File: src/hw/rtl/fbpm_pkg.sv
`timescale 1ns / 1ps

package fbpm_pkg;

  // Default pool size
  localparam int unsigned NUM_BUFFERS_DEF = 8;

  // Fixed field widths
  localparam int unsigned CMD_W    = 3;
  localparam int unsigned BUFNUM_W = 8;
  localparam int unsigned CHOSEN_W = 3;
  localparam int unsigned SEQ_W    = 32;
  localparam int unsigned TOTAL_W  = 4;

  // Buffer flag encodings: bit0 queued, bit1 done
  localparam logic [1:0] FLAG_IDLE   = 2'b00;
  localparam logic [1:0] FLAG_QUEUED = 2'b01;
  localparam logic [1:0] FLAG_DONE   = 2'b10;

  typedef enum logic [CMD_W-1:0] {
    CMD_QUEUE       = 3'd0,
    CMD_MARK_DONE   = 3'd1,
    CMD_TAKE_OLDEST = 3'd2,
    CMD_TAKE_NEXT   = 3'd3,
    CMD_WRITE       = 3'd4,
    CMD_READ        = 3'd5,
    CMD_QUERY       = 3'd6
  } cmd_e;

  typedef enum logic [1:0] {
    ST_OK        = 2'd0,
    ST_BAD_INDEX = 2'd1,
    ST_NONE      = 2'd2,
    ST_DROPPED   = 2'd3
  } status_e;

  // Control for the shared compare unit
  typedef struct packed {
    logic clear;   // start a new search
    logic step;    // evaluate one candidate
    logic oldest;  // 1: lowest sequence wins, 0: first hit wins
  } cmp_ctrl_t;

  // Write control for the buffer store
  typedef struct packed {
    logic       flag_we;
    logic       seq_we;
    logic [1:0] flags;
  } st_wr_t;

endpackage

File: src/hw/rtl/fbpm_cmp_unit.sv
`timescale 1ns / 1ps

// Shared search unit: one candidate per cycle, keeps the best so far.
module fbpm_cmp_unit #(
  parameter int unsigned IDX_W = 3
) (
  input  logic                    clk_i,
  input  logic                    rst_ni,
  input  fbpm_pkg::cmp_ctrl_t     ctrl_i,
  input  logic [IDX_W-1:0]        cand_idx_i,
  input  logic                    cand_hit_i,
  input  logic [fbpm_pkg::SEQ_W-1:0] cand_seq_i,
  output logic                    found_o,
  output logic [IDX_W-1:0]        best_idx_o
);
  import fbpm_pkg::*;

  logic             found_q, found_d;
  logic [IDX_W-1:0] best_idx_q, best_idx_d;
  logic [SEQ_W-1:0] best_seq_q, best_seq_d;
  logic             take;

  // single 32-bit compare shared by both search kinds
  assign take = cand_hit_i && (!found_q || (ctrl_i.oldest && (cand_seq_i < best_seq_q)));

  always_comb begin
    found_d    = found_q;
    best_idx_d = best_idx_q;
    best_seq_d = best_seq_q;
    if (ctrl_i.clear) begin
      found_d = 1'b0;
    end else if (ctrl_i.step && take) begin
      found_d    = 1'b1;
      best_idx_d = cand_idx_i;
      best_seq_d = cand_seq_i;
    end
  end

  always_ff @(posedge clk_i or negedge rst_ni) begin
    if (!rst_ni) begin
      found_q <= 1'b0;
    end else begin
      found_q <= found_d;
    end
  end

  always_ff @(posedge clk_i) begin
    best_idx_q <= best_idx_d;
    best_seq_q <= best_seq_d;
  end

  assign found_o    = found_q;
  assign best_idx_o = best_idx_q;

endmodule

File: src/hw/rtl/fbpm_buf_store.sv
`timescale 1ns / 1ps

// Per-buffer flags and sequence numbers, plus running queued/done counts.
module fbpm_buf_store #(
  parameter int unsigned NUM_BUFFERS = 8,
  parameter int unsigned IDX_W       = 3,
  parameter int unsigned CNT_W       = 4
) (
  input  logic                       clk_i,
  input  logic                       rst_ni,
  input  fbpm_pkg::st_wr_t           wr_i,
  input  logic [IDX_W-1:0]           wr_idx_i,
  input  logic [fbpm_pkg::SEQ_W-1:0] wr_seq_i,
  input  logic [IDX_W-1:0]           rd_idx_i,
  output logic [1:0]                 rd_flags_o,
  output logic [fbpm_pkg::SEQ_W-1:0] rd_seq_o,
  output logic [CNT_W-1:0]           queued_cnt_o,
  output logic [CNT_W-1:0]           done_cnt_o
);
  import fbpm_pkg::*;

  logic [1:0]       flags_q [NUM_BUFFERS];
  logic [SEQ_W-1:0] seq_q   [NUM_BUFFERS];
  logic [CNT_W-1:0] queued_cnt_q, queued_cnt_d;
  logic [CNT_W-1:0] done_cnt_q, done_cnt_d;
  logic [1:0]       old_flags;

  assign old_flags = flags_q[wr_idx_i];

  always_comb begin
    queued_cnt_d = queued_cnt_q;
    done_cnt_d   = done_cnt_q;
    if (wr_i.flag_we) begin
      queued_cnt_d = queued_cnt_q - CNT_W'(old_flags[0]) + CNT_W'(wr_i.flags[0]);
      done_cnt_d   = done_cnt_q - CNT_W'(old_flags[1]) + CNT_W'(wr_i.flags[1]);
    end
  end

  always_ff @(posedge clk_i or negedge rst_ni) begin
    if (!rst_ni) begin
      for (int i = 0; i < NUM_BUFFERS; i++) begin
        flags_q[i] <= FLAG_IDLE;
        seq_q[i]   <= '0;
      end
      queued_cnt_q <= '0;
      done_cnt_q   <= '0;
    end else begin
      if (wr_i.flag_we) begin
        flags_q[wr_idx_i] <= wr_i.flags;
      end
      if (wr_i.seq_we) begin
        seq_q[wr_idx_i] <= wr_seq_i;
      end
      queued_cnt_q <= queued_cnt_d;
      done_cnt_q   <= done_cnt_d;
    end
  end

  assign rd_flags_o   = flags_q[rd_idx_i];
  assign rd_seq_o     = seq_q[rd_idx_i];
  assign queued_cnt_o = queued_cnt_q;
  assign done_cnt_o   = done_cnt_q;

`ifndef NO_ASSERTIONS
  logic [NUM_BUFFERS-1:0] q_vec, d_vec;
  always_comb begin
    for (int i = 0; i < NUM_BUFFERS; i++) begin
      q_vec[i] = flags_q[i][0];
      d_vec[i] = flags_q[i][1];
    end
  end

  a_queued_cnt_match: assert property (@(posedge clk_i) disable iff (!rst_ni)
    $countones(q_vec) == 32'(queued_cnt_q))
    else $error("queued count out of step with flags");

  a_done_cnt_match: assert property (@(posedge clk_i) disable iff (!rst_ni)
    $countones(d_vec) == 32'(done_cnt_q))
    else $error("done count out of step with flags");

  a_no_dual_flag: assert property (@(posedge clk_i) disable iff (!rst_ni)
    (q_vec & d_vec) == '0)
    else $error("buffer both queued and done");
`endif

endmodule

File: src/hw/rtl/frame_buffer_pool_manager_core.sv
`timescale 1ns / 1ps

// Frame buffer pool manager. Tracks NUM_BUFFERS buffers, each idle, queued
// (free for the producer) or done (filled, waiting for the consumer), and
// answers every command beat with exactly one result beat carrying status,
// buffer index, stored sequence, flags and the queued/done totals.
// Commands: queue, mark done, take oldest done (lowest sequence, ties to the
// lowest index), take next queued (round robin), write (take next queued,
// stamp the frame counter, mark done), read (oldest done back to queued) and
// query. Queue, mark done and query with a good index pass through the
// update and response states; an unused command code and any rejected
// command go straight to the response state; take-oldest, take-next, write
// and read first run a search, which walks the buffer table one entry per
// cycle through a single shared 32-bit compare unit, followed by the pick,
// update and response states (a search with no hit skips the update).
// One command is in flight at a time; in_ready_o is high only while the
// sequencer is idle, and a finished result sits in the output register so
// the next command beat can be taken before that result is drained.
module frame_buffer_pool_manager_core #(
  parameter int unsigned NUM_BUFFERS = fbpm_pkg::NUM_BUFFERS_DEF
) (
  input  logic                          clk_i,
  input  logic                          rst_ni,
  // command channel
  input  logic                          in_valid_i,
  output logic                          in_ready_o,
  input  logic [fbpm_pkg::CMD_W-1:0]    cmd_i,
  input  logic [fbpm_pkg::BUFNUM_W-1:0] buffer_number_i,
  // result channel
  output logic                          out_valid_o,
  input  logic                          out_ready_i,
  output logic [1:0]                    status_o,
  output logic [fbpm_pkg::CHOSEN_W-1:0] chosen_buffer_o,
  output logic [fbpm_pkg::SEQ_W-1:0]    frame_sequence_o,
  output logic                          is_queued_o,
  output logic                          is_done_o,
  output logic [fbpm_pkg::TOTAL_W-1:0]  queued_total_o,
  output logic [fbpm_pkg::TOTAL_W-1:0]  done_total_o
);
  import fbpm_pkg::*;

  localparam int unsigned IDX_W = $clog2(NUM_BUFFERS);
  localparam int unsigned CNT_W = $clog2(NUM_BUFFERS + 1);
  localparam logic [IDX_W-1:0] LAST_IDX = IDX_W'(NUM_BUFFERS - 1);

  typedef enum logic [4:0] {
    S_IDLE   = 5'b00001,
    S_SCAN   = 5'b00010,  // one table entry per cycle into the compare unit
    S_PICK   = 5'b00100,  // take the search winner
    S_UPDATE = 5'b01000,  // write flags / sequence, adjust counts
    S_RESP   = 5'b10000   // load the output register
  } state_e;

  state_e           state_q, state_d;
  cmd_e             cmd_q, cmd_d;
  status_e          status_q, status_d;
  logic             has_buf_q, has_buf_d;   // result names a buffer
  logic [IDX_W-1:0] buf_q, buf_d;           // buffer acted on
  logic [IDX_W-1:0] ptr_q, ptr_d;           // scan address
  logic [IDX_W-1:0] step_q, step_d;         // entries scanned so far
  logic [IDX_W-1:0] write_start_q, write_start_d;
  logic [IDX_W-1:0] take_start_q, take_start_d;
  logic [SEQ_W-1:0] frame_cnt_q, frame_cnt_d;

  // output register
  logic                out_valid_q, out_valid_d;
  status_e             out_status_q, out_status_d;
  logic [CHOSEN_W-1:0] out_buf_q, out_buf_d;
  logic [SEQ_W-1:0]    out_seq_q, out_seq_d;
  logic                out_queued_q, out_queued_d;
  logic                out_done_q, out_done_d;
  logic [TOTAL_W-1:0]  out_qtot_q, out_qtot_d;
  logic [TOTAL_W-1:0]  out_dtot_q, out_dtot_d;

  // store and compare unit hookup
  st_wr_t           st_wr;
  logic [IDX_W-1:0] rd_idx;
  logic [1:0]       rd_flags;
  logic [SEQ_W-1:0] rd_seq;
  logic [CNT_W-1:0] queued_cnt, done_cnt;
  cmp_ctrl_t        cmp_ctrl;
  logic             cmp_found;
  logic [IDX_W-1:0] cmp_best;
  logic             cand_hit;

  logic             in_beat, out_free, bad_idx;
  logic [IDX_W+CHOSEN_W-1:0] buf_ext;
  logic [CNT_W+TOTAL_W-1:0]  qcnt_ext, dcnt_ext;

  assign in_ready_o = (state_q == S_IDLE);
  assign in_beat    = in_valid_i && in_ready_o;
  assign out_free   = !out_valid_q || out_ready_i;
  assign bad_idx    = buffer_number_i >= BUFNUM_W'(NUM_BUFFERS);

  // Read port follows the scan pointer while searching, else the chosen buffer
  assign rd_idx   = (state_q == S_SCAN) ? ptr_q : buf_q;
  assign cand_hit = cmp_ctrl.oldest ? rd_flags[1] : rd_flags[0];

  // width adaptation of internal index/counts to the fixed result fields
  assign buf_ext  = {{CHOSEN_W{1'b0}}, buf_q};
  assign qcnt_ext = {{TOTAL_W{1'b0}}, queued_cnt};
  assign dcnt_ext = {{TOTAL_W{1'b0}}, done_cnt};

  fbpm_buf_store #(
    .NUM_BUFFERS (NUM_BUFFERS),
    .IDX_W       (IDX_W),
    .CNT_W       (CNT_W)
  ) u_store (
    .clk_i        (clk_i),
    .rst_ni       (rst_ni),
    .wr_i         (st_wr),
    .wr_idx_i     (buf_q),
    .wr_seq_i     (frame_cnt_q),
    .rd_idx_i     (rd_idx),
    .rd_flags_o   (rd_flags),
    .rd_seq_o     (rd_seq),
    .queued_cnt_o (queued_cnt),
    .done_cnt_o   (done_cnt)
  );

  fbpm_cmp_unit #(
    .IDX_W (IDX_W)
  ) u_cmp (
    .clk_i      (clk_i),
    .rst_ni     (rst_ni),
    .ctrl_i     (cmp_ctrl),
    .cand_idx_i (ptr_q),
    .cand_hit_i (cand_hit),
    .cand_seq_i (rd_seq),
    .found_o    (cmp_found),
    .best_idx_o (cmp_best)
  );

  always_comb begin
    state_d       = state_q;
    cmd_d         = cmd_q;
    status_d      = status_q;
    has_buf_d     = has_buf_q;
    buf_d         = buf_q;
    ptr_d         = ptr_q;
    step_d        = step_q;
    write_start_d = write_start_q;
    take_start_d  = take_start_q;
    frame_cnt_d   = frame_cnt_q;

    out_valid_d  = out_valid_q && !out_ready_i;
    out_status_d = out_status_q;
    out_buf_d    = out_buf_q;
    out_seq_d    = out_seq_q;
    out_queued_d = out_queued_q;
    out_done_d   = out_done_q;
    out_qtot_d   = out_qtot_q;
    out_dtot_d   = out_dtot_q;

    st_wr           = '0;
    cmp_ctrl        = '0;
    // oldest-done searches for take-oldest and read, first-queued otherwise
    cmp_ctrl.oldest = (cmd_q == CMD_TAKE_OLDEST) || (cmd_q == CMD_READ);

    unique case (state_q)
      S_IDLE: begin
        if (in_beat) begin
          cmd_d          = cmd_e'(cmd_i);
          buf_d          = buffer_number_i[IDX_W-1:0];
          step_d         = '0;
          has_buf_d      = 1'b0;
          status_d       = ST_OK;
          cmp_ctrl.clear = 1'b1;
          state_d        = S_RESP;
          case (cmd_e'(cmd_i))
            CMD_QUEUE, CMD_MARK_DONE, CMD_QUERY: begin
              if (bad_idx) begin
                status_d = ST_BAD_INDEX;
              end else begin
                has_buf_d = 1'b1;
                state_d   = S_UPDATE;
              end
            end
            CMD_TAKE_OLDEST, CMD_READ: begin
              if (done_cnt == '0) begin
                status_d = ST_NONE;
              end else begin
                ptr_d   = '0;
                state_d = S_SCAN;
              end
            end
            CMD_TAKE_NEXT: begin
              if (queued_cnt == '0) begin
                status_d = ST_NONE;
              end else begin
                ptr_d   = take_start_q;
                state_d = S_SCAN;
              end
            end
            CMD_WRITE: begin
              if (queued_cnt == '0) begin
                status_d = ST_DROPPED;
              end else begin
                ptr_d   = write_start_q;
                state_d = S_SCAN;
              end
            end
            default: begin
              // unused code: no change, plain ok
            end
          endcase
        end
      end

      S_SCAN: begin
        cmp_ctrl.step = 1'b1;
        ptr_d  = (ptr_q == LAST_IDX) ? '0 : ptr_q + 1'b1;
        step_d = step_q + 1'b1;
        if (step_q == LAST_IDX) begin
          state_d = S_PICK;
        end
      end

      S_PICK: begin
        if (cmp_found) begin
          buf_d     = cmp_best;
          has_buf_d = 1'b1;
          state_d   = S_UPDATE;
        end else begin
          status_d = (cmd_q == CMD_WRITE) ? ST_DROPPED : ST_NONE;
          state_d  = S_RESP;
        end
      end

      S_UPDATE: begin
        state_d = S_RESP;
        case (cmd_q)
          CMD_QUEUE, CMD_READ: begin
            st_wr.flag_we = 1'b1;
            st_wr.flags   = FLAG_QUEUED;
          end
          CMD_MARK_DONE: begin
            st_wr.flag_we = 1'b1;
            st_wr.flags   = FLAG_DONE;
          end
          CMD_TAKE_OLDEST: begin
            st_wr.flag_we = 1'b1;
            st_wr.flags   = FLAG_IDLE;
          end
          CMD_TAKE_NEXT: begin
            st_wr.flag_we = 1'b1;
            st_wr.flags   = FLAG_IDLE;
            take_start_d  = buf_q;
          end
          CMD_WRITE: begin
            st_wr.flag_we = 1'b1;
            st_wr.seq_we  = 1'b1;
            st_wr.flags   = FLAG_DONE;
            frame_cnt_d   = frame_cnt_q + 1'b1;
            write_start_d = buf_q;
          end
          default: begin
            // query: read only
          end
        endcase
      end

      S_RESP: begin
        // store already reflects the update; wait for a free output slot
        if (out_free) begin
          out_valid_d  = 1'b1;
          out_status_d = status_q;
          out_qtot_d   = qcnt_ext[TOTAL_W-1:0];
          out_dtot_d   = dcnt_ext[TOTAL_W-1:0];
          if (has_buf_q) begin
            out_buf_d    = buf_ext[CHOSEN_W-1:0];
            out_seq_d    = rd_seq;
            out_queued_d = rd_flags[0];
            out_done_d   = rd_flags[1];
          end else begin
            out_buf_d    = '0;
            out_seq_d    = '0;
            out_queued_d = 1'b0;
            out_done_d   = 1'b0;
          end
          state_d = S_IDLE;
        end
      end

      default: begin
        state_d = S_IDLE;
      end
    endcase
  end

  always_ff @(posedge clk_i or negedge rst_ni) begin
    if (!rst_ni) begin
      state_q       <= S_IDLE;
      write_start_q <= '0;
      take_start_q  <= '0;
      frame_cnt_q   <= '0;
      out_valid_q   <= 1'b0;
      has_buf_q     <= 1'b0;
    end else begin
      state_q       <= state_d;
      write_start_q <= write_start_d;
      take_start_q  <= take_start_d;
      frame_cnt_q   <= frame_cnt_d;
      out_valid_q   <= out_valid_d;
      has_buf_q     <= has_buf_d;
    end
  end

  always_ff @(posedge clk_i) begin
    cmd_q        <= cmd_d;
    status_q     <= status_d;
    buf_q        <= buf_d;
    ptr_q        <= ptr_d;
    step_q       <= step_d;
    out_status_q <= out_status_d;
    out_buf_q    <= out_buf_d;
    out_seq_q    <= out_seq_d;
    out_queued_q <= out_queued_d;
    out_done_q   <= out_done_d;
    out_qtot_q   <= out_qtot_d;
    out_dtot_q   <= out_dtot_d;
  end

  assign out_valid_o      = out_valid_q;
  assign status_o         = out_status_q;
  assign chosen_buffer_o  = out_buf_q;
  assign frame_sequence_o = out_seq_q;
  assign is_queued_o      = out_queued_q;
  assign is_done_o        = out_done_q;
  assign queued_total_o   = out_qtot_q;
  assign done_total_o     = out_dtot_q;

`ifndef NO_ASSERTIONS
  a_busy_after_beat: assert property (@(posedge clk_i) disable iff (!rst_ni)
    in_beat |=> !in_ready_o)
    else $error("command beat taken while a command is in flight");

  a_frame_cnt_only_on_write: assert property (@(posedge clk_i) disable iff (!rst_ni)
    (frame_cnt_q != $past(frame_cnt_q)) |->
      ($past(state_q) == S_UPDATE && $past(cmd_q) == CMD_WRITE))
    else $error("frame counter moved outside a write update");

  a_out_hold: assert property (@(posedge clk_i) disable iff (!rst_ni)
    (out_valid_o && !out_ready_i) |=>
      (out_valid_o && $stable(status_o) && $stable(chosen_buffer_o) &&
       $stable(frame_sequence_o) && $stable(queued_total_o) && $stable(done_total_o)))
    else $error("result beat changed while waiting for ready");
`endif

endmodule
File: config.mk
export PLATFORM = sky130hd
export DESIGN_NAME = frame_buffer_pool_manager_core
export DESIGN_NICKNAME = d
export VERILOG_FILES = /design/src/hw/rtl/fbpm_pkg.sv /design/src/hw/rtl/fbpm_cmp_unit.sv /design/src/hw/rtl/fbpm_buf_store.sv /design/src/hw/rtl/frame_buffer_pool_manager_core.sv
export SDC_FILE = /design/constraint.sdc
export NUM_CORES = 1
export LEC_CHECK = 0
export BUFFER_PORTS_ARGS = -buffer_cell sky130_fd_sc_hd__buf_4
export CAP_MARGIN = 20
export CORE_MARGIN = 2
export CORE_UTILIZATION = 50
export CTS_CLUSTER_DIAMETER = 80
export DETAILED_ROUTE_END_ITERATION = 8
export MAX_ROUTING_LAYER = met4
export PLACE_DENSITY = 0.66
export REMOVE_ABC_BUFFERS = 1
export SETUP_SLACK_MARGIN = 0.2
export SYNTH_ARGS = -nofsm -noshare
export SYNTH_HDL_FRONTEND = slang
export SYNTH_SLANG_ARGS = --single-unit
File: constraint.sdc
create_clock -name clk_i -period 7 [get_ports clk_i]
set_input_delay 0.7 -clock clk_i [delete_from_list [all_inputs] [get_ports clk_i]]
set_output_delay 0.7 -clock clk_i [all_outputs]
set_load 0.02 [all_outputs]
# Word-level counts from Yosys, hierarchy flattened

Index checks and enable logic that the tools add are counted.

Bits in registers: 422
Input bits: 15
Logic and storage cells: 179

Add/subtract/negate cells: 7
Order comparisons: 5
Equal/unequal tests: 27
Muxes and demuxes: 63
Bitwise operators: 3
Reduce and logical (&&, ||, !) cells: 35

Operators by type and width:

| operator                                                                             | number |
|---|---|
| 256-bit bitwise mux                                                                  | 1 |
| 32-bit binary-select mux with 3-bit select                                           | 1 |
| 32-bit demux with 3-bit select                                                       | 1 |
| 32-bit 2-to-1 mux                                                                    | 3 |
| 5-bit 2-to-1 mux                                                                     | 7 |
| 32-bit by 1-bit adder with 32-bit output (second input constant)                     | 1 |
| 32-bit < comparator                                                                  | 1 |
| 3-bit 2-to-1 mux                                                                     | 9 |
| 5-bit case mux with 5 select lines                                                   | 1 |
| 3-bit equality test (second input constant)                                          | 7 |
| 2-bit 2-to-1 mux                                                                     | 10 |
| 3-bit case mux with 2 select lines                                                   | 3 |
| 16-bit bitwise mux                                                                   | 1 |
| 1-bit 2-to-1 mux                                                                     | 16 |
| 5-bit case mux with 3 select lines                                                   | 1 |
| 2-bit binary-select mux with 3-bit select                                            | 2 |
| 3-bit by 2-bit equality test with 1-bit output (second input constant)               | 4 |
| 2-bit AND reduction                                                                  | 6 |
| 3-bit != test (second input constant)                                                | 3 |
| 3-bit case mux with 3 select lines                                                   | 1 |
| 3-bit AND reduction                                                                  | 3 |
| 4-bit by 1-bit adder with 4-bit output                                               | 2 |
| 4-bit greater-or-equal comparator (second input constant)                            | 2 |
| 8-bit by 4-bit greater-or-equal comparator with 1-bit output (second input constant) | 1 |
| 29 further kinds                                                                     | 53 |

# Depth between registers and ports, before layout

Gate-level depths: netlist of run 1.

Depth in word-level cells: 13
Depth in mapped cells: 18
Depth with buffers taken out: 15

# By module

Synthesis of run 1 repeated with hierarchy kept, for this count alone.

Cell total of the unflattened synthesis: 1323
Area, all modules: 19653.8 µm²

By module, submodules not included:

| module                         | times used | cells an instance | area an instance (µm²) |
|---|---|---|---|
| fbpm_buf_store                 | 1          | 811               | 13150.1 |
| frame_buffer_pool_manager_core | 1          | 363               | 4613.2 |
| fbpm_cmp_unit                  | 1          | 149               | 1890.6 |

# Worst setup path before layout of run 1

No wires, ideal clock.

Path type: reg-to-reg
From: reg state_q[0]
To: reg u_cmp.best_idx_q[0], in the netlist u_cmp.best_idx_o[0] (enable)
Arrival time: 4.702 ns
Required time: 6.576 ns
Path slack: 1.874 ns
Stages on the path, launching flop included: 19
Buffers on the path: 3
Cell sequence: dfstp_2 nor3_1 buf_2 a21boi_2 or2_1 buf_6 buf_6 mux4_2 nand2_1 nand2_1 ha_1 a21o_1 a21o_1 a21oi_1 o21ai_0 and3_1 o21ai_0 nand3_1 a211oi_2

Word-level cells in the longest chain between the ends: 12

Ends and longest elaborated chain:

| what                                                   | RTL line                              | text |
|---|---|---|
| start, declared                                        | frame_buffer_pool_manager_core.sv:54  | `state_e state_q, state_d;` |
| start signal, assigned                                 | frame_buffer_pool_manager_core.sv:300 | `state_q <= state_d;` |
| 5-bit by 2-bit equality test with 1-bit output         | frame_buffer_pool_manager_core.sv:96  | `assign rd_idx = (state_q == S_SCAN) ? ptr_q : buf_q;` |
| 3-bit 2-to-1 mux                                       | frame_buffer_pool_manager_core.sv:96  |  |
| 3-bit inverter with 4-bit output (implied by the code) | fbpm_buf_store.sv:60                  | `assign rd_seq_o = seq_q[rd_idx_i];` |
| 32-bit binary-select mux with 3-bit select             | fbpm_buf_store.sv:60                  |  |
| 32-bit 2-to-1 mux (implied by the code) (2 in series)  | fbpm_buf_store.sv:60                  |  |
| named net rd_seq[9]                                    | frame_buffer_pool_manager_core.sv:79  | `logic [SEQ_W-1:0] rd_seq;` |
| 32-bit < comparator                                    | fbpm_cmp_unit.sv:24                   | `assign take = cand_hit_i && (!found_q \|\| (ctrl_i.oldest && (cand_seq_i < best_seq_q)));` |
| 1-bit logical AND                                      | fbpm_cmp_unit.sv:24                   |  |
| 1-bit logical OR                                       | fbpm_cmp_unit.sv:24                   |  |
| 1-bit logical AND                                      | fbpm_cmp_unit.sv:24                   |  |
| 1-bit logical AND                                      | fbpm_cmp_unit.sv:32                   | `end else if (ctrl_i.step && take) begin` |
| 2-bit AND reduction (no line)                          | n/a                                   |  |
| end signal, assigned                                   | fbpm_cmp_unit.sv:48                   | `best_idx_q <= best_idx_d;` |
| end, declared                                          | fbpm_cmp_unit.sv:19                   | `logic [IDX_W-1:0] best_idx_q, best_idx_d;` |

The timed path passes the listed nets, and every way through them passes these cells. The select of a mux whose other input is x is not followed.
A chain may end at the register's enable or synchronous reset.

# Final worst setup path of run 1

From: reg state_q[1]
To: reg u_cmp.best_seq_q[27] (enable)

Word-level cells in the longest chain between the ends: 12

Ends and longest elaborated chain:

| what                                                   | RTL line                             | text |
|---|---|---|
| 5-bit by 2-bit equality test with 1-bit output         | frame_buffer_pool_manager_core.sv:96 |  |
| 3-bit 2-to-1 mux                                       | frame_buffer_pool_manager_core.sv:96 |  |
| 3-bit inverter with 4-bit output (implied by the code) | fbpm_buf_store.sv:60                 |  |
| 32-bit binary-select mux with 3-bit select             | fbpm_buf_store.sv:60                 |  |
| 32-bit 2-to-1 mux (implied by the code) (2 in series)  | fbpm_buf_store.sv:60                 |  |
| named net rd_seq[17]                                   | frame_buffer_pool_manager_core.sv:79 |  |
| 32-bit < comparator                                    | fbpm_cmp_unit.sv:24                  |  |
| 1-bit logical AND                                      | fbpm_cmp_unit.sv:24                  |  |
| 1-bit logical OR                                       | fbpm_cmp_unit.sv:24                  |  |
| 1-bit logical AND                                      | fbpm_cmp_unit.sv:24                  |  |
| 1-bit logical AND                                      | fbpm_cmp_unit.sv:32                  |  |
| 2-bit AND reduction (no line)                          | n/a                                  |  |
| end signal, assigned                                   | fbpm_cmp_unit.sv:49                  | `best_seq_q <= best_seq_d;` |
| end, declared                                          | fbpm_cmp_unit.sv:20                  | `logic [SEQ_W-1:0] best_seq_q, best_seq_d;` |

The timed path passes the listed nets, and every way through them passes these cells. The select of a mux whose other input is x is not followed.

==> results.md, run 1 <==
Critical path:
- The reg-to-reg setup timing slack is 1.73 ns.
- The worst setup path is captured at a register.
- The setup path with the least slack is of type register to register.
- At the worst endpoint, the required time is 7.20 ns.
- The data arrival time of the critical path is 5.47 ns.
- Along the worst path, the maximum fanout reaches 35.
- The worst register-to-register path ends at u_cmp.best_seq_q[27].
- The cell depth of the worst flop-to-flop path is 17.
- The critical path startpoint category is a register.
- The startpoint identified for the worst register-to-register timing path is state_q[1].

Power and ir drop:
- Power spread over the standard cell area amounts to 268 nW/um^2.
- Of the total power, the share spent switching nets is 0.265.
- The internal power is 4.35 mW.
- Across the VDD grid, the largest voltage drop is 183 uV.
- For this design the static power due to leakage is roughly 11 nW.
- The combinational cell fraction of total power is 0.125.
- Of the total power, the clock network draws 0.415.
- The switching component of the power is 1.57 mW.
- Of the total power, registers draw 0.460.
- The total power consumption of the routed design is 5.91 mW.

Synthesis:
- Of the synthesized area, sequential elements account for 0.564.
- During synthesis, Yosys emitted a total of 0 warnings.
- Sorting the synthesized cells by how often they occur yields dfrtp_1, mux2_2, nand2_1.
- Of the post-synthesis cell area, the dominant cell type holds 0.416.
- The share of synthesized area spent on multiplexers is 0.236.
- The post-synthesis compound-gate area fraction is 0.0333.
- Of the total synthesized cell area, the portion taken by XOR and XNOR cells is 0.0157.
- The register bit count reported by yosys is 422.
- The arithmetic-cell share of the synthesized area counting full adders, half adders and majority gates is 0.0315.
- After synthesis the cells add up to around 20000 sq um.
- In the synthesized netlist the async set-or-reset flop fraction comes to 0.773.
- The library cell with the highest instance count after synthesis is dfrtp_1.
- The synthesized area per cell is 13.6 sq um.
- The synthesized design contains 96 enable-type register cells.
- Synthesis produced a netlist whose cell count is around 1400.
- After synthesis, the largest family of logic cells by area is multiplexers.
- Of the total synthesized cell area, the portion taken by AND, OR, NAND and NOR gates is 0.0858.
- Ranked by total cell area, the synthesized netlist is headed by dfrtp_1, mux2_2, edfxtp_1, mux4_2, nand2_1.
- The unique cell type count in the Yosys netlist is 67.
- Of all cell types, the one taking the most synthesized area is dfrtp_1.
- The leading register cell type out of synthesis is dfrtp_1.

Clocking:
- The H-tree was split into 2 levels.
- The clock passes through at most 3 buffers.
- TritonCTS built the clock tree.
- In this run the clock root is driven by a clkbuf_16.
- The post-CTS setup-driven buffer insertion count is 0.
- CTS saw 422 sinks.
- The clock-pin slew on the worst setup and hold paths is 0.06 ns.
- The number of buffers inserted by hold repair at cts is 0.
- Gates resized during post-CTS repair numbered 0.
- The number of buffers added by the clock tree synthesis step is 45.
- The later pin in the worst-skew pair is clocked with a latency of 0.58 ns.

Hold path:
- In this run the worst hold path is classified as input pin to async pin.

Flow run:
- The count of max-cap constraint violations is 0.

Finish:
- The fraction of layout cells with a size suffix above 1 is 0.343.
- In the final design database the tool counted 1545 nets.
- 0 antenna diodes ended up in the layout.
- The fill cell instance count of the final layout is 3103.
- The cell area after layout is 22000 sq um.
- The area growth from synthesis to layout is 12.6%.

Drt:
- The detailed router finished its first iteration with 647 violations.
- The vias after detailed routing is 11500.
- The detailed-route wire length per cell is 21.1 um.
- The first detailed-routing pass ran for 5 iterations.
- The final wirelength is 42.9 mm.
- The DRC violations left is 0.
- The detail-routed via count per cell is 5.63.
- The number of antenna-violating nets in the routed design is 0.

Timing:
- The final hold violation count is 0.
- Setup repair after global routing left no endpoint under its margin.
- The share of the clock period used by the worst path is 0.753.
- On the final layout, the worst clock skew is 0.0258 ns.
- The final sum of negative setup slack is 0 ns.
- The transition time at the pin with the least slew margin is 0.997 ns.
- The clock period minus final worst setup slack is between 5 and 6 ns.
- The number of endpoints failing setup at the final stage is 0.
- The max-slew headroom at the worst pin is 0.335.
- For this run, the top clock speed supported by timing is 190 MHz.
- The number of pins with negative max-slew slack in the final report is 0.

Floorplan:
- The vertical die dimension is roughly 200 um.
- The die covers about 40000 sq um.
- The floorplan has 72 rows.
- The number of top-level pins is 64.
- The die is 202 um wide.
- For this configuration, the core starts out at a cell density of 0.506.
- The core region is just under 40000 sq um.

Place:
- The global placer's final weighted congestion is slightly above 0.8.
- In this run the cell area measured after placement is slightly above 20000 sq um.
- The wire-length estimate of the detail-placed layout is around 26 mm.
- The number of port buffers is between 60 and 70.

GRT:
- The via count of the first global-routing pass is 11900.
- The total overflow reported by the global router is 0.
- The number of antenna violations at the first check in global routing came to 0.
- Entering global routing, the biggest net connects around 140 pins.
- The aggregate global-route resource usage is 0.225.
- The first global-routing pass estimated 68.9 mm of wire.

Outcome:
- The flow ran to the end, and the final reports show no timing, DRC or antenna violations.
[logic make-up after synthesis]
logic type / Yosys count
DFF: 422
AOI/OAI and AO/OA: 98
buffers and inverters: 147
and+or+nand+nor: 349
adders and majority gates: 48
muxes: 345
xor gates and xnor gates: 35
[power groups by stage]
stage / Clock (mW) / Sequential [mW] / Combinational [mW]
global route: 2.62 / 2.73 / 0.800
detailed placement: 0 / 2.77 / 0.743
CTS: 2.50 / 2.72 / 0.745
finish: 2.46 / 2.72 / 0.738
global placement: 0 / 2.76 / 0.736
floorplan: 0 / 2.75 / 0.423
[state kept, by name, summed over array words and instances (netlist names), 5 cells and up]
register / count
state_q: 5
u_store.d_vec: 8
u_store.flags_q: 8
frame_sequence_o: 32
u_cmp.best_seq_q: 32
frame_cnt_q: 32
u_store.seq_q: 256
[stage by stage]
stage / setup slack [ns] / utilization / hold WS, ns / cells
2_1_floorplan: -0.728 / - / 0.400 / 1351
3_3_place_gp: 1.85 / 0.530 / 0.404 / 1953
3_5_place_dp: 1.72 / 0.530 / 0.423 / 1953
4_1_cts: 1.67 / 0.570 / 0.188 / 2036
5_1_grt: 1.32 / 0.570 / 0.221 / 2036
6_report: 1.73 / 0.570 / 0.160 / 2036
[worst max-delay path by stage]
stage | start | to | slack (ns) | cells past startpoint
2_1_floorplan | state_q[3] | u_cmp.best_idx_o[0] | -0.73 | 15
3_3_place_gp | state_q[1] | u_cmp.best_seq_q[5] | 1.85 | 17
3_5_place_dp | state_q[1] | u_cmp.best_seq_q[9] | 1.72 | 17
4_1_cts | state_q[1] | u_cmp.best_seq_q[27] | 1.67 | 17
5_1_grt | state_q[1] | u_cmp.best_seq_q[24] | 1.32 | 17
6_report | state_q[1] | u_cmp.best_seq_q[27] | 1.73 | 17
[critical path: stages (launching register included)]
cell	delay [ns]
dfrtp_1	0.39
nor2b_1	0.53
and3_1	0.32
or2_4	0.52
buf_12	0.30
mux4_2	0.52
nand2_1	0.08
nand2_1	0.08
ha_1	0.30
a21o_1	0.16
a21o_1	0.17
a21oi_1	0.14
o21ai_0	0.10
a21o_1	0.18
a21oi_1	0.14
nand3_1	0.18
a211oi_4	0.24
buf_4	0.48
[metal layers]
metal	track usage	up-vias	part of all wire
met5	-	-	0
met4	0.0641	0	0.023
met3	0.0369	79	0.038
met2	0.358	220	0.49
met1	0.302	5961	0.45
li1	-	5209	-
[placed cells by master, fill, tap and decap left out, drive strengths merged, types with 38 or more instances in the layout]
cell type / netlist / routed
edfxtp: 96 / 96
nand2: 170 / 170
and2: 38 / 38
ha: 46 / 46
nor2: 49 / 49
mux4: 66 / 66
clkbuf: 44 / 67
dfrtp: 325 / 325
inv: 54 / 56
mux2: 273 / 273
buf: 49 / 84
[layout make-up]
cell class	count	area, sq um	area share
Clock buffer	67	1380	0.0627
Sequential cell	422	11000	0.501
Timing Repair Buffer	84	676	0.0307
Multi-Input combinational cell	875	7930	0.360
Clock inverter	16	159	0.00721
Inverter	54	203	0.00920
Tap cell	518	648	0.0294
Power figures use the tool's default switching activity.
==> run 2: changes to the inputs <==
--- a/config.mk
+++ b/config.mk
@@ -12,7 +12,7 @@
 export CTS_CLUSTER_DIAMETER = 80
 export DETAILED_ROUTE_END_ITERATION = 8
 export MAX_ROUTING_LAYER = met4
-export PLACE_DENSITY = 0.66
+export PLACE_DENSITY = 0.69
 export REMOVE_ABC_BUFFERS = 1
 export SETUP_SLACK_MARGIN = 0.2
 export SYNTH_ARGS = -nofsm -noshare
==> constraint.sdc (replaced) <==
create_clock -name clk_i -period 4.4 [get_ports clk_i]
set_input_delay 0.44 -clock clk_i [delete_from_list [all_inputs] [get_ports clk_i]]
set_output_delay 0.44 -clock clk_i [all_outputs]
set_load 0.02 [all_outputs]
==> run 2 against run 1 <==
Against the previous run:
- design area is 5.6% higher
- die area stayed put
- clock-buffer cell count is 2 higher
- clock power is 46% higher
- first-iteration DRC count is 33% higher
- setup slack worse by 1.5 ns
- register-to-register slack worse by 1.5 ns
- flip-flop and latch count stayed put
- fmax is 26% higher
- sequential power is 57% higher
- sequential share of layout area is 2.6 points lower
- critical path type unchanged
- cell count is 4.9% higher
==> results.md, run 2 (synthesis results as in run 1) <==
Outcome:
- The flow ran to the end, and the final reports show no timing, DRC or antenna violations.

Drt:
- The first detailed-routing pass took 4 iterations.
- The number of antenna-violating nets in the routed design is 0.
- The DRC violations left is 0.
- For this block, the via count after detailed routing is 12000.
- Dividing the detail-routed wire length by the instance count gives approximately 21 um.
- The detailed router's first-iteration violation count is 858.
- The final wirelength is 45.1 mm.
- The detail-routed via count per cell is 5.63.

Place:
- Summed over all nets, the half-perimeter wirelength after detailed placement is 27.3 mm.
- The global placer's final weighted congestion is ~0.86.
- The number of port buffers is 63.
- The count of placed standard cells including taps is 2002.

Clocking:
- The number of buffers added by the clock tree synthesis step is 44.
- The clock sink count is approximately 420.
- The number of levels in the clock H-tree is 2.
- TritonCTS built the clock tree.
- The deepest clock path buffer count is 3.
- The clock latency reported for the late side of the worst-skew pair is 0.56 ns.
- The tree is rooted in a clkbuf_16.
- After clock tree synthesis, the clock-pin slew on the worst setup and hold paths is roughly 0.06 ns.

Critical path:
- For the worst setup path, the data required time is between 4 and 5 ns.
- In this design, the stage delay of the slowest critical-path cell is 0.56 ns.
- For flop-to-flop paths, the worst setup slack is 0.22 ns.
- In this run the worst setup path begins at state_q[0].
- The path length in cells of the critical path is 19.
- The launching point of the worst reg2reg path is state_q[0].
- The data arrival time of the critical path is 4.49 ns.
- The worst setup path is of the register to register kind.
- The highest fanout seen on the critical path is 9.
- The number of buffers and inverters on the critical path is 7.
- STA classifies the critical path startpoint as a register.
- The worst setup path is captured at a register.
- The slowest library cell on the worst path is dfstp_2.
- The worst setup path endpoint is u_cmp.best_seq_q[9].
- The cell class contributing the biggest share of worst-path delay is simple AND/OR/NAND/NOR gates.
- For the worst flop-to-flop path, the logic depth is 19.
- The worst register-to-register path ends at u_cmp.best_seq_q[9].
- The signal on the critical path passes through nor3_4 -> buf_4 -> a21boi_2 -> or2_4 -> buf_4 -> buf_12 -> buf_4 -> mux4_2 -> nand2_1 -> nand2_1 -> ha_1 -> nand4_1 -> nor2_1 -> o2111ai_2 -> nand3_2 -> a211oi_4 -> buf_6 -> buf_12 -> buf_12.

GRT:
- Summed over all layers, the global routing overflow is 0.
- The aggregate global-route resource usage is 0.230.
- Entering global routing, the biggest net connects 115 pins.
- The number of antenna violations at the first check in global routing is 1.
- The first-pass GRT wire length is about 70 mm.
- The via count of the first global-routing pass was 12300.

Finish:
- The library cell used most frequently in the layout, excluding fill and tap cells, is dfrtp_1.
- The final standard cell count with taps included and fillers excluded is 2136.
- The number of flip-flops in the largest register is between 200 and 300.
- Once layout is complete, the utilization of the core stands at 0.602.
- The final net count is ~1600.
- The most flop-heavy register is u_store.seq_q.
- The fraction of layout cells with a size suffix above 1 is 0.405.
- Compared with the post-synthesis result, the final layout area differs by 18.9%.
- The number of diodes is 0.
- The library cells used most frequently in the layout, excluding fill and tap cells, are dfrtp_1, mux2_2, buf_4, nand2_1, edfxtp_1.

Timing:
- Clock skew on the completed layout was measured at about 0.021 ns.
- The maximum achievable frequency is 239 MHz.
- Setup total negative slack on the finished layout was measured at 0 ns.
- For the finished layout, the period the worst path requires is ~4.2 ns.
- Setup repair after global routing could not meet its margin everywhere.
- The final hold violation count came to 0.
- Setup violations remaining at the end of the flow were counted as 0.
- The number of pins with negative max-slew slack in the final report was 0.
- Of the available clock period, the critical path in the final layout requires 0.949.
- Measured against its own limit, the worst slew margin works out to 0.369.
- The transition time at the pin with the least slew margin is 0.939 ns.

Floorplan:
- The initialized floorplan defines just over 70 standard-cell rows.
- The vertical die dimension is 202 um.
- For this configuration, the core starts out at a cell density of 0.506.
- Measured along the x axis, the die boundary spans 202 um.
- The region available for standard cell placement spans 38600 sq um.
- The die covers a little over 40000 sq um.
- The number of top-level pins is 64.

Power and ir drop:
- The worst-case IR drop observed on VDD is about 240 uV.
- Of the total power, combinational logic draws 0.183.
- Of the total power, the clock network draws 0.375.
- The share of total power dissipated in sequential elements is 0.443.
- Summed over all cells, the static leakage comes to 11.1 nW.
- Internal power comes to about 7.0 mW.
- The total power consumption of the routed design is 9.61 mW.
- The power density over the cells is 413 nW/um^2.
- The analysis attributes to net switching a power of ~2.6 mW.
- Of the total power, the share spent switching nets is 0.269.

Flow run:
- The count of max-cap constraint violations is 0.

Hold path:
- The min-delay analysis places its worst path in the category input pin to register.
- The number of cells traversed by the worst hold path is 1.
## run 2: cell types whose count changed in the layout (fill, tap and decap cells not counted), sizes merged
cell	previous run	this run
buf	84	182
bufbuf	0	1
bufinv	3	0
clkbuf	67	70
clkinv	11	10
clkinvlp	0	1
dlygate4sd3	0	1
## run 2: worst min path at each step
stage / from / endpoint
after floorplan: rst_ni / frame_cnt_q[0]
after global placement: status_q[1] / status_o[1]
after detailed placement: status_q[1] / status_o[1]
after CTS: cmd_i[2] / cmd_q[2]
after global routing: cmd_i[0] / cmd_q[0]
final: cmd_i[0] / cmd_q[0]
## run 2: layer usage
| metal | GRT usage | part of all wire | up-vias |
|---|---|---|---|
| li1 | - | - | 5435 |
| met1 | 0.311 | 0.45 | 6290 |
| met2 | 0.369 | 0.49 | 240 |
| met3 | 0.0313 | 0.041 | 66 |
| met4 | 0.0628 | 0.020 | 0 |
| met5 | - | 0 | - |
## run 2: worst register-to-register path: cells and delay by family (launching register included)
| family | cells | cell delay (ns) |
|---|---|---|
| and+or+nand+nor | 7 | 1.09 |
| adders and majority gates | 1 | 0.38 |
| muxes | 1 | 0.49 |
| AOI/OAI and AO/OA | 3 | 0.44 |
| buffers and inverters | 7 | 1.00 |
| DFF | 1 | 0.56 |
## run 2: cell type report
class / instances / area [sq um]
fillers: 3001 / 15400
flip-flops and latches: 422 / 11000
multi-input cells: 875 / 8190
repair buffers: 185 / 1780
clock buffers: 69 / 1330
well taps: 518 / 648
inverters: 54 / 203
clock inverters: 13 / 72.6
## run 2: through the flow
stage               setup slack (ns)  hold WS (ns)  area, sq um
global route                   0.134         0.118        23300
global placement              0.0341         0.404        20900
detailed placement           -0.0297         0.412        20900
CTS                            0.200         0.108        22800
floorplan                      -3.33         0.144        19100
finish                         0.224         0.132        23300
## run 2: power by group through the flow
stage / Combinational, mW / Sequential, mW / Clock (mW)
floorplan: 0.673 / 4.37 / 0
global placement: 1.34 / 4.32 / 0
detailed placement: 1.36 / 4.33 / 0
CTS: 1.59 / 4.26 / 3.66
global route: 1.87 / 4.27 / 3.82
finish: 1.75 / 4.26 / 3.60
## run 2: repair_timing
item	4_1_cts	5_1_grt
setup endpoints to repair	35	35
gates cloned	4	1
resized for setup	31	47
pin swaps	13	39
hold buffers	1	0
buffers inserted	21	25
endpoints found under the hold margin	28	0
==> run 3: changes to the inputs <==
--- a/config.mk
+++ b/config.mk
@@ -5,6 +5,7 @@
 export SDC_FILE = /design/constraint.sdc
 export NUM_CORES = 1
 export LEC_CHECK = 0
+export ABC_AREA = 1
 export BUFFER_PORTS_ARGS = -buffer_cell sky130_fd_sc_hd__buf_4
 export CAP_MARGIN = 20
 export CORE_MARGIN = 2
==> run 3 against run 2 <==
Against the previous run:
- combinational power grew 83%
- flip-flop and latch count is the same
- first-iteration DRC count grew 68%
- setup slack gained 0.11 ns
- critical path type unchanged
==> results.md, run 3 <==
Drt:
- The final wirelength is 49.3 mm.
- The first detailed-routing pass ran for 5 iterations.
- The met2 routed wirelength is between 20 and 25 mm.
- The wire length the detailed router placed on met1 is 21.5 mm.
- The vias after detailed routing is around 15000.
- The detailed router finished its first iteration with 1439 violations.
- The routed design uses roughly 3.1 mm of met3 wire.
- In this run the remaining antenna-violating nets after routing total 0.
- For this run, design rule violations remaining after detail routing come to 0.
- The top layer used by detailed routing is met4.
- In the final routed layout, each cell accounts on average for 18.1 um.
- Dividing the detail-routed via count by the number of cells gives 5.65.

Finish:
- The number of diodes is 0.
- u_store.seq_q holds more flip-flops than any other register.
- The number of flip-flops in the largest register is 256.
- The count of cells in the finished layout, fillers not included, comes to 2719.
- In the layout the commonest cells are nand2_1, dfrtp_1, o21ai_0, inv_1, nand3_1.
- Of the cells placed in the final design, the portion with a size suffix greater than 1 is 0.0891.
- The net count of the finished layout is 2227.
- The library cell used most frequently in the layout, excluding fill and tap cells, is nand2_1.
- The area growth from synthesis to layout is 14.3%.

Timing:
- The final sum of negative setup slack is 0 ns.
- Headroom to the max-slew limit came out at 0.305.
- The maximum clock skew at final layout is between 0.015 and 0.02 ns.
- The share of the clock period used by the worst path is 0.924.
- For the pin with the worst max-slew slack, the measured transition is 1.03 ns.
- The number of pins with negative max-slew slack in the final report came to 0.
- The slack of the critical path is between 0.3 and 0.4 ns.
- Setup violations remaining at the end of the flow were counted as 0.
- Based on the critical path, the design can be clocked at up to 246 MHz.
- The smallest hold slack is 0.0836 ns.
- The clock period could shrink to approximately 4.1 ns.
- The final hold violation count came to 0.
- Setup repair after global routing left no endpoint under its margin.

Place:
- Before CTS, the worst setup slack after placement is 0.374 ns.
- The number of placed instances, taps included, is 2624.
- The HPWL after detailed placement is 28.6 mm.
- The number of port buffers is 63.
- The global placer's final weighted congestion is 0.883.

Floorplan:
- From bottom edge to top edge, the die measures 201 um.
- The die covers 40500 sq um.
- The starting density of the core is 0.505.
- In this run the count of I/O pins placed on the die edge is 64.
- The row count is ~70.
- The core area is 38600 sq um.
- The die outline width is 201 um.

Critical path:
- The type of the worst setup path is register to register.
- The slowest library cell on the worst path is dfstp_2.
- Walking the worst path, the cells encountered are nor2_4 -> nand3_2 -> buf_6 -> nand2_4 -> nand2_4 -> buf_16 -> nand2_1 -> a32o_1 -> nand2_1 -> o21ai_0 -> inv_1 -> ha_1 -> a21oi_1 -> nor2_1 -> a2111oi_2 -> o211ai_1 -> inv_1 -> nand2_1 -> a21oi_4 -> buf_12 -> clkbuf_16.
- The element type at the critical path end is a register.
- The worst setup path endpoint is u_cmp.best_seq_q[10].
- Setup slack on the worst reg-to-reg path comes out at ~0.33 ns.
- The biggest cell delay along the critical path is 0.57 ns.
- Tracing the worst setup path back leads to its startpoint at state_q[0].
- The cell depth of the worst flop-to-flop path is 21.
- The launching point of the worst reg2reg path is state_q[0].
- The critical path startpoint category is a register.
- The endpoint identified for the worst register-to-register timing path is u_cmp.best_seq_q[10].
- The data arrival time of the critical path is 4.36 ns.
- The library cell appearing most often on the critical path is nand2_1.
- The critical path required time is around 4.7 ns.
- Along the worst path, the maximum fanout reaches 64.

Clocking:
- The clock net in this run drives a total of 422 sinks.
- The deepest clock path buffer count is 3.
- The number of levels in the clock H-tree is 2.
- TritonCTS built the clock tree.
- The tree is rooted in a clkbuf_16.
- Clock latency on the worst-skew pair, taken at its later pin, is between 0.5 and 0.6 ns.
- The clock-pin slew on the worst setup and hold paths is 0.06 ns.
- Buffers inserted during clock tree synthesis total 45.

Synthesis:
- The leading register cell type out of synthesis is dfrtp_1.
- The fraction of synthesis flops using an asynchronous set or reset pin is 0.773.
- The sequential cell area fraction in the yosys report is 0.567.
- Ranked by total cell area, the synthesized netlist is headed by dfrtp_1, edfxtp_1, nand2_1, o21ai_0, nand3_1.
- Counting flops and latches in the post-synthesis netlist gives around 420.
- The unique cell type count in the Yosys netlist is 45.
- Ranked by instance count, the synthesized netlist is headed by nand2_1, dfrtp_1, o21ai_0.
- The top cell type's share of synthesized area is 0.418.
- The number of flops mapped to enable cells by yosys is 96.
- The cell taking the most area after synthesis is dfrtp_1.
- In the post-synthesis netlist, the cell with the most instances is nand2_1.
- Dividing the synthesized area by the synthesized cell count gives 9.12 sq um.
- After technology mapping, the gate count stands at 2135.
- The yosys synthesis warning count is 0.
- The summed instance area of the synthesized netlist is 19500 sq um.

GRT:
- The via count of the first global-routing pass is 14900.
- In the global route stage, overall resource usage came out at 0.247.
- The first-pass GRT wire length is 78.4 mm.
- After global routing the overflow that remains totals 0.
- The pin count of the biggest net entering global routing is between 100 and 150.
- The number of antenna violations at the first check in global routing is 0.

Power and ir drop:
- Across the VDD grid, the largest voltage drop is 346 uV.
- The power density over the cells is approximately 500 nW/um^2.
- For this design the static power due to leakage is around 10 nW.

Outcome:
- The run finished with clean final reports.

Flow run:
- Max-cap violations in this run came to 0.

Hold path:
- The worst hold path belongs to the class input pin to register.
[run 3: changes by cell type in the layout (fill, tap and decap cells not counted), sizes merged, moves of 36 or more]
cell   change
a21oi     +68
a32o      +60
and2      -37
buf       -80
inv      +148
mux2     -273
mux4      -66
nand2    +331
nand3    +135
nor2      +36
o21ai    +308
[run 3: worst max-delay path, delay by kind of cell, from the launching register on]
family	cells	cell delay, ns
AO/OA/AOI/OAI	6	1.27
adder cells (fa/ha/maj)	1	0.25
buffers and inverters	6	0.94
flip-flops	1	0.57
AND/OR/NAND/NOR	8	0.71
[run 3: report_power, final]
group / total, mW / internal (mW) / switching, mW
combinational: 3.20 / 1.08 / 2.12
clock: 3.68 / 2.15 / 1.52
sequential: 4.43 / 4.34 / 0.0967
total: 11.3 / 7.57 / 3.74
[run 3: through the flow]
| stage | util | power [mW] | instance area [sq um] |
|---|---|---|---|
| detailed placement | 0.534 | 7.50 | 20600 |
| global route | 0.577 | 11.9 | 22300 |
| floorplan | - | 6.34 | 19000 |
| CTS | 0.571 | 11.2 | 22000 |
| global placement | 0.534 | 7.43 | 20600 |
| finish | 0.577 | 11.3 | 22300 |
[run 3: how the worst min path moves through the flow]
stage                     endpoint  cells past startpoint  slack (ns)        start
floorplan           frame_cnt_q[0]                      0        0.14       rst_ni
global placement       status_o[0]                      0        0.41  status_q[0]
detailed placement     status_o[0]                      0        0.42  status_q[0]
CTS                       cmd_q[2]                      1        0.06     cmd_i[2]
global route              cmd_q[2]                      1        0.07     cmd_i[2]
finish                    cmd_q[2]                      1        0.08     cmd_i[2]
[run 3: cell families (layout without fill, tap and decap cells)]
| family | after synthesis | in the layout | share of synthesized area |
|---|---|---|---|
| AO/OA/AOI/OAI | 512 | 512 | 0.152 |
| XOR/XNOR | 35 | 35 | 0.0157 |
| adder cells (fa/ha/maj) | 48 | 48 | 0.0316 |
| buffers and inverters | 335 | 401 | 0.0662 |
| flip-flops | 422 | 422 | 0.567 |
| AND/OR/NAND/NOR | 783 | 783 | 0.168 |
[run 3: routing by layer]
| layer | up-vias | track usage |
|---|---|---|
| li1 | 7232 | - |
| met1 | 7487 | 0.332 |
| met2 | 552 | 0.389 |
| met3 | 97 | 0.0360 |
| met4 | 0 | 0.0825 |
| met5 | - | - |
[run 3: final cells by class]
cell class                 instances  area, sq um
sequential                       422        11000
fill                            3410        16300
inverter                         209          785
clock buffer                      78         1360
clock inverter                     6         60.1
tap                              518          648
multi-input combinational       1378         7230
timing repair buffer             108         1120
[run 3: what timing repair did]
item	CTS	global route
endpoints found under the setup margin	0	35
setup buffers	0	4
endpoints found under the hold margin	91	0
hold buffers	1	0
resized for setup	0	11
